==> config.mk <==
export PLATFORM = sky130hd
export DESIGN_NAME = ps2_mouse_packet_tracker
export DESIGN_NICKNAME = d
export VERILOG_FILES = /design/src/rtl/ps2mpt_pkg.sv /design/src/rtl/ps2mpt_fifo.sv /design/src/rtl/ps2mpt_front.sv /design/src/rtl/ps2mpt_back.sv /design/src/rtl/ps2_mouse_packet_tracker.sv
export SDC_FILE = /design/constraint.sdc
export NUM_CORES = 1
export LEC_CHECK = 0
export ABC_CLOCK_PERIOD_IN_PS = 6700
export BUFFER_PORTS_ARGS = -buffer_cell sky130_fd_sc_hd__buf_2
export CORE_ASPECT_RATIO = 2
export CORE_UTILIZATION = 58
export CTS_CLUSTER_DIAMETER = 60
export DETAILED_ROUTE_END_ITERATION = 7
export PLACE_DENSITY = 0.8
export SLEW_MARGIN = 20
export SYNTH_ARGS = -nofsm -noshare
export SYNTH_HDL_FRONTEND = slang
export SYNTH_SLANG_ARGS = --single-unit
export TNS_END_PERCENT = 100
==> constraint.sdc <==
create_clock -name clk_i -period 6.7 [get_ports clk_i]
set_input_delay 0.67 -clock clk_i [delete_from_list [all_inputs] [get_ports clk_i]]
set_output_delay 0.67 -clock clk_i [all_outputs]
set_load 0.02 [all_outputs]
==> src/rtl/ps2mpt_pkg.sv <==
// ----------------------------------------------------------------------------
// PS/2 mouse packet tracker package
// Types and constants shared by the tracker modules.
// ----------------------------------------------------------------------------
package ps2mpt_pkg;

  localparam int BYTE_W     = 8;
  localparam int BTN_W      = 3;
  localparam int LIMIT_W    = 12;
  localparam int OUT_W      = 12;
  localparam int SYNC_BIT   = 3;
  localparam int APB_ADDR_W = 3;
  localparam int APB_DATA_W = 32;
  localparam int REG_SEL    = 2;

  localparam logic [LIMIT_W-1:0] X_LIMIT_RST = 12'd1023;
  localparam logic [LIMIT_W-1:0] Y_LIMIT_RST = 12'd767;

  typedef enum logic {
    REG_X_LIMIT = 1'b0,
    REG_Y_LIMIT = 1'b1
  } reg_e;

  typedef enum logic [1:0] {
    POS_SYNC = 2'd0,
    POS_X    = 2'd1,
    POS_Y    = 2'd2
  } pos_e;

  typedef struct packed {
    logic [BTN_W-1:0]  buttons;
    logic [BYTE_W-1:0] x_delta;
    logic [BYTE_W-1:0] y_delta;
  } pkt_t;

  typedef struct packed {
    logic [OUT_W-1:0] x_pos;
    logic [OUT_W-1:0] y_pos;
    logic [BTN_W-1:0] buttons;
  } res_t;

endpackage

==> src/rtl/ps2mpt_fifo.sv <==
// ----------------------------------------------------------------------------
// PS/2 mouse packet tracker queue
// Small register queue with push/full and pop/empty sides.
// ----------------------------------------------------------------------------
module ps2mpt_fifo #(
  parameter int WIDTH = 8,
  parameter int DEPTH = 2
) (
  input  logic             clk_i,
  input  logic             rst_ni,
  input  logic             push_i,
  input  logic [WIDTH-1:0] data_i,
  output logic             full_o,
  input  logic             pop_i,
  output logic [WIDTH-1:0] data_o,
  output logic             empty_o
);

  localparam int AW = (DEPTH > 1) ? $clog2(DEPTH) : 1;
  localparam int CW = $clog2(DEPTH + 1);
  localparam logic [CW-1:0] DEPTH_C = CW'(DEPTH);
  localparam logic [AW-1:0] LAST_C  = AW'(DEPTH - 1);

  logic [WIDTH-1:0] mem_q [DEPTH];
  logic [AW-1:0]    wr_ptr_q, wr_ptr_d;
  logic [AW-1:0]    rd_ptr_q, rd_ptr_d;
  logic [CW-1:0]    cnt_q, cnt_d;
  logic             do_push, do_pop;

  assign full_o  = (cnt_q == DEPTH_C);
  assign empty_o = (cnt_q == '0);
  assign do_push = push_i && !full_o;
  assign do_pop  = pop_i && !empty_o;
  assign data_o  = mem_q[rd_ptr_q];

  always_comb begin
    wr_ptr_d = wr_ptr_q;
    rd_ptr_d = rd_ptr_q;
    cnt_d    = cnt_q;
    if (do_push) begin
      wr_ptr_d = (wr_ptr_q == LAST_C) ? '0 : wr_ptr_q + 1'b1;
    end
    if (do_pop) begin
      rd_ptr_d = (rd_ptr_q == LAST_C) ? '0 : rd_ptr_q + 1'b1;
    end
    if (do_push && !do_pop) begin
      cnt_d = cnt_q + 1'b1;
    end else if (do_pop && !do_push) begin
      cnt_d = cnt_q - 1'b1;
    end
  end

  always_ff @(posedge clk_i or negedge rst_ni) begin
    if (!rst_ni) begin
      wr_ptr_q <= '0;
      rd_ptr_q <= '0;
      cnt_q    <= '0;
    end else begin
      wr_ptr_q <= wr_ptr_d;
      rd_ptr_q <= rd_ptr_d;
      cnt_q    <= cnt_d;
    end
  end

  always_ff @(posedge clk_i) begin
    if (do_push) begin
      mem_q[wr_ptr_q] <= data_i;
    end
  end

endmodule

==> src/rtl/ps2mpt_front.sv <==
// ----------------------------------------------------------------------------
// PS/2 mouse packet tracker front end
// Checks the sync byte and gathers three bytes into one packet.
// ----------------------------------------------------------------------------
module ps2mpt_front (
  input  logic                                clk_i,
  input  logic                                rst_ni,
  input  logic                                push,
  output logic                                full,
  input  logic [ps2mpt_pkg::BYTE_W-1:0]       data_byte_i,
  output logic                                pkt_push_o,
  output ps2mpt_pkg::pkt_t                    pkt_o,
  input  logic                                pkt_full_i
);

  ps2mpt_pkg::pos_e                    pos_q, pos_d;
  logic [ps2mpt_pkg::BTN_W-1:0]        btn_q, btn_d;
  logic [ps2mpt_pkg::BYTE_W-1:0]       xd_q, xd_d;
  logic                                beat;

  assign full = pkt_full_i;
  assign beat = push && !pkt_full_i;

  always_comb begin
    pos_d      = pos_q;
    btn_d      = btn_q;
    xd_d       = xd_q;
    pkt_push_o = 1'b0;
    pkt_o      = '{buttons: btn_q, x_delta: xd_q, y_delta: data_byte_i};
    if (beat) begin
      case (pos_q)
        ps2mpt_pkg::POS_X: begin
          xd_d  = data_byte_i;
          pos_d = ps2mpt_pkg::POS_Y;
        end
        ps2mpt_pkg::POS_Y: begin
          pkt_push_o = 1'b1;
          pos_d      = ps2mpt_pkg::POS_SYNC;
        end
        default: begin
          if (data_byte_i[ps2mpt_pkg::SYNC_BIT]) begin
            btn_d = data_byte_i[ps2mpt_pkg::BTN_W-1:0];
            pos_d = ps2mpt_pkg::POS_X;
          end else begin
            pos_d = ps2mpt_pkg::POS_SYNC;
          end
        end
      endcase
    end
  end

  always_ff @(posedge clk_i or negedge rst_ni) begin
    if (!rst_ni) begin
      pos_q <= ps2mpt_pkg::POS_SYNC;
    end else begin
      pos_q <= pos_d;
    end
  end

  always_ff @(posedge clk_i) begin
    btn_q <= btn_d;
    xd_q  <= xd_d;
  end

endmodule

==> src/rtl/ps2mpt_back.sv <==
// ----------------------------------------------------------------------------
// PS/2 mouse packet tracker back end
// Adds packet deltas to the positions and clamps them to the limits.
// ----------------------------------------------------------------------------
module ps2mpt_back #(
  parameter int POS_WIDTH = 12
) (
  input  logic                                clk_i,
  input  logic                                rst_ni,
  input  logic [ps2mpt_pkg::LIMIT_W-1:0]      x_limit_i,
  input  logic [ps2mpt_pkg::LIMIT_W-1:0]      y_limit_i,
  input  logic                                pkt_empty_i,
  input  ps2mpt_pkg::pkt_t                    pkt_i,
  output logic                                pkt_pop_o,
  input  logic                                res_full_i,
  output logic                                res_push_o,
  output ps2mpt_pkg::res_t                    res_o
);

  localparam int LimW = ps2mpt_pkg::LIMIT_W;
  localparam int OutW = ps2mpt_pkg::OUT_W;
  localparam int SW   = ((POS_WIDTH > LimW) ? POS_WIDTH : LimW) + 2;
  localparam logic signed [SW-1:0] POS_MAX = SW'((1 << POS_WIDTH) - 1);

  logic [POS_WIDTH-1:0] x_acc_q, x_acc_d;
  logic [POS_WIDTH-1:0] y_acc_q, y_acc_d;

  function automatic logic [POS_WIDTH-1:0] apply_delta(
    input logic [POS_WIDTH-1:0]            acc,
    input logic [ps2mpt_pkg::BYTE_W-1:0]   delta,
    input logic [ps2mpt_pkg::LIMIT_W-1:0]  limit
  );
    logic signed [SW-1:0] lim;
    logic signed [SW-1:0] sum;
    lim = $signed(SW'(limit));
    if (lim > POS_MAX) begin
      lim = POS_MAX;
    end
    sum = $signed(SW'(acc)) + SW'($signed(delta));
    if (sum < 0) begin
      sum = '0;
    end
    if (sum > lim) begin
      sum = lim;
    end
    return POS_WIDTH'(sum);
  endfunction

  assign pkt_pop_o  = !pkt_empty_i && !res_full_i;
  assign res_push_o = pkt_pop_o;

  always_comb begin
    x_acc_d       = apply_delta(x_acc_q, pkt_i.x_delta, x_limit_i);
    y_acc_d       = apply_delta(y_acc_q, pkt_i.y_delta, y_limit_i);
    res_o.x_pos   = OutW'(x_acc_d);
    res_o.y_pos   = OutW'(y_acc_d);
    res_o.buttons = pkt_i.buttons;
  end

  always_ff @(posedge clk_i or negedge rst_ni) begin
    if (!rst_ni) begin
      x_acc_q <= '0;
      y_acc_q <= '0;
    end else if (pkt_pop_o) begin
      x_acc_q <= x_acc_d;
      y_acc_q <= y_acc_d;
    end
  end

endmodule

==> src/rtl/ps2_mouse_packet_tracker.sv <==
// ----------------------------------------------------------------------------
// PS/2 mouse packet tracker
// A packet's result passes through the packet queue and then the result queue.
// Throughput: one byte per cycle; input stalls only when a blocked result side
// fills the packet queue.
// Reset clears packet position, positions and queues; limits return to 1023/767.
// ----------------------------------------------------------------------------
module ps2_mouse_packet_tracker #(
  parameter int POS_WIDTH = 12
) (
  input  logic                                clk_i,
  input  logic                                rst_ni,
  input  logic                                push,
  output logic                                full,
  input  logic [ps2mpt_pkg::BYTE_W-1:0]       data_byte_i,
  output logic                                empty,
  input  logic                                pop,
  output logic [ps2mpt_pkg::OUT_W-1:0]        x_position_o,
  output logic [ps2mpt_pkg::OUT_W-1:0]        y_position_o,
  output logic [ps2mpt_pkg::BTN_W-1:0]        button_bits_o,
  input  logic                                psel,
  input  logic                                penable,
  input  logic                                pwrite,
  input  logic [ps2mpt_pkg::APB_ADDR_W-1:0]   paddr,
  input  logic [ps2mpt_pkg::APB_DATA_W-1:0]   pwdata,
  output logic [ps2mpt_pkg::APB_DATA_W-1:0]   prdata,
  output logic                                pready
);

  localparam int LimW  = ps2mpt_pkg::LIMIT_W;
  localparam int DataW = ps2mpt_pkg::APB_DATA_W;

  logic [LimW-1:0]   x_limit_q, x_limit_d;
  logic [LimW-1:0]   y_limit_q, y_limit_d;
  ps2mpt_pkg::reg_e  reg_sel;
  logic              cfg_wr;

  logic              pkt_push, pkt_full, pkt_pop, pkt_empty;
  ps2mpt_pkg::pkt_t  pkt_in, pkt_out;
  logic              res_push, res_full;
  ps2mpt_pkg::res_t  res_in, res_out;

  assign pready  = 1'b1;
  assign cfg_wr  = psel && penable && pwrite && pready;
  assign reg_sel = ps2mpt_pkg::reg_e'(paddr[ps2mpt_pkg::REG_SEL]);

  always_comb begin
    x_limit_d = x_limit_q;
    y_limit_d = y_limit_q;
    prdata    = DataW'(x_limit_q);
    case (reg_sel)
      ps2mpt_pkg::REG_X_LIMIT: begin
        prdata = DataW'(x_limit_q);
        if (cfg_wr) begin
          x_limit_d = pwdata[LimW-1:0];
        end
      end
      ps2mpt_pkg::REG_Y_LIMIT: begin
        prdata = DataW'(y_limit_q);
        if (cfg_wr) begin
          y_limit_d = pwdata[LimW-1:0];
        end
      end
      default: begin
        prdata = '0;
      end
    endcase
  end

  always_ff @(posedge clk_i or negedge rst_ni) begin
    if (!rst_ni) begin
      x_limit_q <= ps2mpt_pkg::X_LIMIT_RST;
      y_limit_q <= ps2mpt_pkg::Y_LIMIT_RST;
    end else begin
      x_limit_q <= x_limit_d;
      y_limit_q <= y_limit_d;
    end
  end

  ps2mpt_front u_front (
    .clk_i       (clk_i),
    .rst_ni      (rst_ni),
    .push        (push),
    .full        (full),
    .data_byte_i (data_byte_i),
    .pkt_push_o  (pkt_push),
    .pkt_o       (pkt_in),
    .pkt_full_i  (pkt_full)
  );

  ps2mpt_fifo #(
    .WIDTH ($bits(ps2mpt_pkg::pkt_t)),
    .DEPTH (2)
  ) u_pkt_q (
    .clk_i   (clk_i),
    .rst_ni  (rst_ni),
    .push_i  (pkt_push),
    .data_i  (pkt_in),
    .full_o  (pkt_full),
    .pop_i   (pkt_pop),
    .data_o  (pkt_out),
    .empty_o (pkt_empty)
  );

  ps2mpt_back #(
    .POS_WIDTH (POS_WIDTH)
  ) u_back (
    .clk_i       (clk_i),
    .rst_ni      (rst_ni),
    .x_limit_i   (x_limit_q),
    .y_limit_i   (y_limit_q),
    .pkt_empty_i (pkt_empty),
    .pkt_i       (pkt_out),
    .pkt_pop_o   (pkt_pop),
    .res_full_i  (res_full),
    .res_push_o  (res_push),
    .res_o       (res_in)
  );

  ps2mpt_fifo #(
    .WIDTH ($bits(ps2mpt_pkg::res_t)),
    .DEPTH (2)
  ) u_res_q (
    .clk_i   (clk_i),
    .rst_ni  (rst_ni),
    .push_i  (res_push),
    .data_i  (res_in),
    .full_o  (res_full),
    .pop_i   (pop),
    .data_o  (res_out),
    .empty_o (empty)
  );

  assign x_position_o  = res_out.x_pos;
  assign y_position_o  = res_out.y_pos;
  assign button_bits_o = res_out.buttons;

endmodule

==> impl_metrics.env, run 1 <==
export IMPL_run_status="complete, no violations"
export IMPL_worst_setup_hold_path_clk_slew_ps=70
export IMPL_io_buffers=68
export IMPL_final_hold_violation_count=0
export IMPL_postCtsSetupBuffers=0
export IMPL_cts_sinks=161
export IMPL_postRouteWirelength_um=20300
export IMPL_fp_dieArea_mm2=0.0155
export IMPL_crit_chain="mux2_2, ha_1, a21oi_1, o21bai_1, a21oi_1, nor4b_1, nor4_1, buf_4, nor3_1, ha_1, nand4_1, nor4_1, a211oi_1, nor3_2, buf_4, mux2_1"
export IMPL_num_io_pins=112
export IMPL_critical_path_n_buffers_inverters=2
export IMPL_grt_setup_unrepaired="false"
export IMPL_regToRegStartpoint="u_pkt_q.rd_ptr_q"
export IMPL_nFillCells=1102
export IMPL_cts_root_buffer_cell="clkbuf_16"
export IMPL_slowest_delay_ps=700
export IMPL_vias_in_the_first_global_route=6166
export IMPL_regToRegEndpoint="u_res_q.mem_q[0][20]"
export IMPL_post_cts_resize_count=0
export IMPL_end_kind="flop"
export IMPL_timing_critical_path_max_delay_family="simple AND/OR/NAND/NOR gates"
export IMPL_synth_main_ff_cell="edfxtp_1"
export IMPL_antenna_found_initial=0
export IMPL_synth_top_area_frac=0.356
export IMPL_final_common_cell="edfxtp_1"
export IMPL_avgRoutedWirePerCell_um=20.4
export IMPL_post_route_min_period_ps=6040
export IMPL_tritoncts="yes"
export IMPL_detailedRoute_firstIterationViolations=308
export IMPL_drc=0
export IMPL_cp_start_kind="flop"
export IMPL_die_width_um=88.5
export IMPL_grt_first_pass_wirelength_um=31900
export IMPL_skew_ps=10.6
export IMPL_synth_seq_cells=161
export IMPL_synth_edff_count=103
export IMPL_antenna_cells_inserted=0
export IMPL_dpl_cell_count=963
export IMPL_setup_reg_to_reg_worst_slack_ps=660
export IMPL_yosysWarnings=0
export IMPL_worst_slew_pin_transition_ps=848
export IMPL_mappedNetlistArea_mm2=0.00869
export IMPL_fraction_of_the_yosys_area_taken_by_sequential_cells=0.526
export IMPL_setup_tns_final_ps=0
export IMPL_insertion_delay_ps=440
export IMPL_dp_hpwl_um=15000
export IMPL_cp_max_fo=14
export IMPL_synth_largest_area_cell="edfxtp_1"
export IMPL_flow_area_growth_from_synthesis_pct=12.4
export IMPL_synth_area_leaders="edfxtp_1, dfrtp_1, mux2_2"
export IMPL_tritoncts_num_buffers=17
export IMPL_max_cap_violations=0
export IMPL_reg2regPathDepth=16
export IMPL_vias_per_cell=5.89
export IMPL_synth_cell_types=60
export IMPL_finalSetupViolCount=0
export IMPL_nNetsFinal=897
export IMPL_initial_utilization=0.599
export IMPL_final_cell_mix="edfxtp_1, mux2_2, buf_2"
export IMPL_dr_total_vias=5864
export IMPL_die_height_um=175
export IMPL_cp_required_ps=6860
export IMPL_ys_async_sr_fraction=0.360
export IMPL_maxSlewHeadroom=0.435
export IMPL_maxClockFrequency_ghz=0.166
export IMPL_critPathSlowestCell="dfrtp_1"
export IMPL_grt_overflow=0
export IMPL_period_share=0.902
export IMPL_syn_avg_cell_area_um2=12.1
export IMPL_syn_inst=716
export IMPL_core_region_area_mm2=0.0145
export IMPL_cts_hold_buf=0
export IMPL_final_layout_size_suffix_gt1_frac=0.288
export IMPL_worst_endpoint_arrival_ps=6200
export IMPL_routabilityCongestion=0.906
export IMPL_instances_no_fill=995
export IMPL_track_usage=0.284
export IMPL_path_class="flop to flop"
export IMPL_ff_latch_area_mm2=0.00457
export IMPL_count_of_tritonroute_iterations_in_the_first_routing_pass=5
export IMPL_holdCritPathClass="primary input to asynchronous set/reset pin"
export IMPL_multi_input_gate_area_in_the_final_layout_mm2=0.00376
export IMPL_grt_start_max_net_pins=59
export IMPL_final_max_slew_viol_count=0
export IMPL_cts_root_to_sink_buffers=2
export IMPL_row_count=62
export IMPL_detail_route_antenna_nets=0
export IMPL_cts_htree_levels=4
==> Yosys cell counts (7+ instances only) <==
cell type and count:
o21a_1 9, mux2_2 85, nor2b_1 7, nand3_1 14
nor3_1 15, a31oi_1 15, a21oi_1 19, o31ai_1 13
inv_1 46, dfrtp_1 39, buf_4 21, nand2_1 46
mux2_1 10, edfxtp_1 103, mux2i_1 7, a21o_1 10
dfstp_2 19, xnor2_1 15, clkbuf_1 16, nor2_1 27
nand4_1 10, o21ai_0 33, ha_1 55
==> cell type report <==
| type | count | area share |
|---|---|---|
| flip-flops and latches | 161 | 0.468 |
| inverters | 47 | 0.0181 |
| well taps | 192 | 0.0246 |
| clock inverters | 14 | 0.0149 |
| repair buffers | 82 | 0.0456 |
| multi-input cells | 481 | 0.385 |
| clock buffers | 18 | 0.0439 |
==> worst max path at each step <==
stage | from | to | slack, ps | cells past startpoint
after floorplan | u_pkt_q.rd_ptr_q | u_back.x_acc_q[1] | 1640 | 20
after global placement | u_pkt_q.rd_ptr_q | u_res_q.mem_q[0][20] | 1030 | 16
after detailed placement | u_pkt_q.rd_ptr_q | u_res_q.mem_q[0][20] | 880 | 16
after CTS | u_pkt_q.rd_ptr_q | u_res_q.mem_q[0][20] | 800 | 16
after global routing | u_pkt_q.rd_ptr_q | u_res_q.mem_q[0][20] | 450 | 17
final | u_pkt_q.rd_ptr_q | u_res_q.mem_q[0][20] | 660 | 16
==> metal layers <==
layer | vias to the layer above | GRT usage | share of wire
met5 | - | 0 | 0
met4 | 0 | 0.192 | 0.067
met3 | 73 | 0.0510 | 0.032
met2 | 179 | 0.504 | 0.55
met1 | 2875 | 0.292 | 0.36
li1 | 2737 | - | -
==> sequential cells by signal, indices dropped and copies added, names as in the netlist, 3 cells and up <==
| register | cells |
|---|---|
| y_limit_q | 12 |
| u_front.xd_q | 8 |
| u_front.btn_q | 3 |
| u_back.y_acc_q | 12 |
| u_back.x_acc_q | 12 |
| u_pkt_q.mem_q | 38 |
| u_res_q.mem_q | 54 |
| x_limit_q | 12 |
==> metrics by stage <==
stage               hold WS [ps]  setup slack [ps]  cell area [um2]   util
floorplan                    374              1640             8760      -
global placement             425              1030             9190  0.634
detailed placement           433               877             9190  0.634
CTS                          424               804             9770  0.673
global route                 431               449             9770  0.673
finish                       380               660             9770  0.673
==> kinds of logic (layout without fill, tap and decap cells) <==
| logic type | Yosys count | in the layout | share of synthesized area |
|---|---|---|---|
| compound gates | 132 | 132 | 0.102 |
| xor+xnor | 21 | 21 | 0.0212 |
| fa+ha+maj | 57 | 57 | 0.0838 |
| buf+inv | 93 | 161 | 0.0507 |
| flops | 161 | 161 | 0.526 |
| mux | 103 | 103 | 0.133 |
| other cells | 2 | 21 | 0.000865 |
| simple gates | 147 | 147 | 0.0825 |
Power of run 1 is not shown: default switching activity piles up to over one toggle a cycle in this logic, so the estimate is an artifact.
==> run 2, diff against run 1 <==
- BUFFER_PORTS_ARGS: -buffer_cell sky130_fd_sc_hd__buf_2 -> default
- CORE_UTILIZATION: 58 -> 55
- DONT_BUFFER_PORTS: default -> 1
- PLACE_DENSITY: 0.8 -> 0.7
==> run 2 against run 1 <==
Net effect: sequential share of layout area grew 1.3 points; final area shrank 2.8%; sequential cell count is the same; register-to-register slack gained 270 ps; worst hold slack lost 300 ps; clock skew shrank 3.0 ps; non-clock buffer count shrank 67; critical path type unchanged; highest routed layer unchanged.
==> impl_metrics.env, run 2 (synthesized netlist as in run 1, its figures left out) <==
export IMPL_run_status="complete, no violations"
export IMPL_cts_sinks=161
export IMPL_setup_tns_final_ps=0
export IMPL_worst_setup_hold_path_clk_slew_ps=60
export IMPL_antenna_cells_inserted=0
export IMPL_max_cap_violations=0
export IMPL_worst_slew_pin_transition_ps=882
export IMPL_nFillCells=1232
export IMPL_maxClockFrequency_ghz=0.173
export IMPL_finalSetupViolCount=0
export IMPL_wl_met2_um=11200
export IMPL_post_cts_resize_count=0
export IMPL_reg2regPathDepth=17
export IMPL_crit_chain="mux2_2, ha_1, a21oi_1, o21bai_1, a21oi_1, nor4b_1, nor4_1, buf_4, nor3_1, ha_1, nand4_1, nor4_1, a211oi_1, a211oi_1, nor3_2, buf_4, mux2_1"
export IMPL_grt_overflow=0
export IMPL_fp_dieArea_mm2=0.0163
export IMPL_row_count=64
export IMPL_cp_start_kind="flop"
export IMPL_regToRegStartpoint="u_pkt_q.rd_ptr_q"
export IMPL_cts_htree_levels=4
export IMPL_tritoncts_num_buffers=17
export IMPL_slowest_delay_ps=630
export IMPL_critPathSlowestCell="dfrtp_1"
export IMPL_register_with_the_highest_flop_count="u_res_q.mem_q"
export IMPL_count_of_tritonroute_iterations_in_the_first_routing_pass=5
export IMPL_antenna_found_initial=0
export IMPL_final_cell_mix="edfxtp_1, mux2_2, ha_1"
export IMPL_critical_path_n_buffers_inverters=2
export IMPL_cts_root_buffer_cell="clkbuf_16"
export IMPL_vias_per_cell=5.98
export IMPL_grt_start_max_net_pins=40
export IMPL_final_hold_violation_count=0
export IMPL_detail_route_wirelength_met1_um=7200
export IMPL_avgRoutedWirePerCell_um=21.9
export IMPL_regToRegEndpoint="u_res_q.mem_q[1][20]"
export IMPL_met3WireLength_um=694
export IMPL_postRouteWirelength_um=20400
export IMPL_drc=0
export IMPL_postCtsSetupBuffers=0
export IMPL_final_layout_size_suffix_gt1_frac=0.223
export IMPL_detailedRoute_firstIterationViolations=219
export IMPL_num_io_pins=112
export IMPL_timing_critical_path_max_delay_family="simple AND/OR/NAND/NOR gates"
export IMPL_cp_max_fo=14
export IMPL_grt_first_pass_wirelength_um=32100
export IMPL_flow_area_growth_from_synthesis_pct=9.31
export IMPL_die_height_um=180
export IMPL_highest_signal_layer="met4"
export IMPL_cts_hold_buf=1
export IMPL_post_route_min_period_ps=5770
export IMPL_vias_in_the_first_global_route=5854
export IMPL_top_regs="u_res_q.mem_q x54, u_pkt_q.mem_q x38"
export IMPL_io_buffers=0
export IMPL_worst_endpoint_arrival_ps=5930
export IMPL_skew_ps=7.56
export IMPL_path_class="flop to flop"
export IMPL_holdCritPathClass="primary input to asynchronous set/reset pin"
export IMPL_final_common_cell="edfxtp_1"
export IMPL_initial_utilization=0.565
export IMPL_core_region_area_mm2=0.0154
export IMPL_end_kind="flop"
export IMPL_nNetsFinal=830
export IMPL_tritoncts="yes"
export IMPL_detail_route_antenna_nets=0
export IMPL_setup_reg_to_reg_worst_slack_ps=930
export IMPL_routabilityCongestion=0.898
export IMPL_largest_reg_flops=54
export IMPL_grt_setup_unrepaired="false"
export IMPL_period_share=0.862
export IMPL_dr_total_vias=5588
export IMPL_cp_required_ps=6860
export IMPL_cts_root_to_sink_buffers=2
export IMPL_dp_hpwl_um=15100
export IMPL_die_width_um=90.9
export IMPL_track_usage=0.266
export IMPL_maxSlewHeadroom=0.406
export IMPL_insertion_delay_ps=430
export IMPL_final_max_slew_viol_count=0
[run 2: how the worst max path moves through the flow]
stage	to	slack, ps	depth (start not counted)	from
after floorplan	u_back.x_acc_q[1]	1640	20	u_pkt_q.rd_ptr_q
after global placement	u_res_q.mem_q[0][20]	1110	17	u_pkt_q.rd_ptr_q
after detailed placement	u_res_q.mem_q[1][20]	1020	17	u_pkt_q.rd_ptr_q
after CTS	u_res_q.mem_q[1][20]	970	17	u_pkt_q.rd_ptr_q
after global routing	u_res_q.mem_q[1][20]	630	17	u_pkt_q.rd_ptr_q
final	u_res_q.mem_q[1][20]	930	17	u_pkt_q.rd_ptr_q
[run 2: area by class of cell]
cell class                      count  area (um2)  area share
Clock buffer                       18         429      0.0452
Clock inverter                     14         179      0.0188
Inverter                           47         176      0.0186
Multi-Input combinational cell    481        3760       0.396
Sequential cell                   161        4570       0.481
Tap cell                          198         248      0.0261
Timing Repair Buffer               15         133      0.0140
[run 2: per-stage QoR]
stage	util	worst slack (ps)	instance area, um2	cells	hold slack (ps)
floorplan	-	1640	8760	735	374
global placement	0.576	1110	8860	901	377
detailed placement	0.576	1020	8860	901	377
CTS	0.618	970	9490	934	62.4
global route	0.618	631	9490	934	63.3
finish	0.618	925	9490	934	76.7
[run 2: worst reg2reg max path: cells and delay by family (launching register included)]
family | cells | cell delay (ps)
AO/OA/AOI/OAI | 5 | 1160
AND/OR/NAND/NOR | 6 | 1580
buffers and inverters | 2 | 430
adder cells (fa/ha/maj) | 2 | 780
flip-flops | 1 | 630
multiplexers | 2 | 920
[run 2: metal layers]
metal  track usage  vias up
li1              -     2619
met1         0.273     2769
met2         0.482      138
met3        0.0491       62
met4         0.177        0
met5             0        -
Power of run 2 is left out for the same reason.
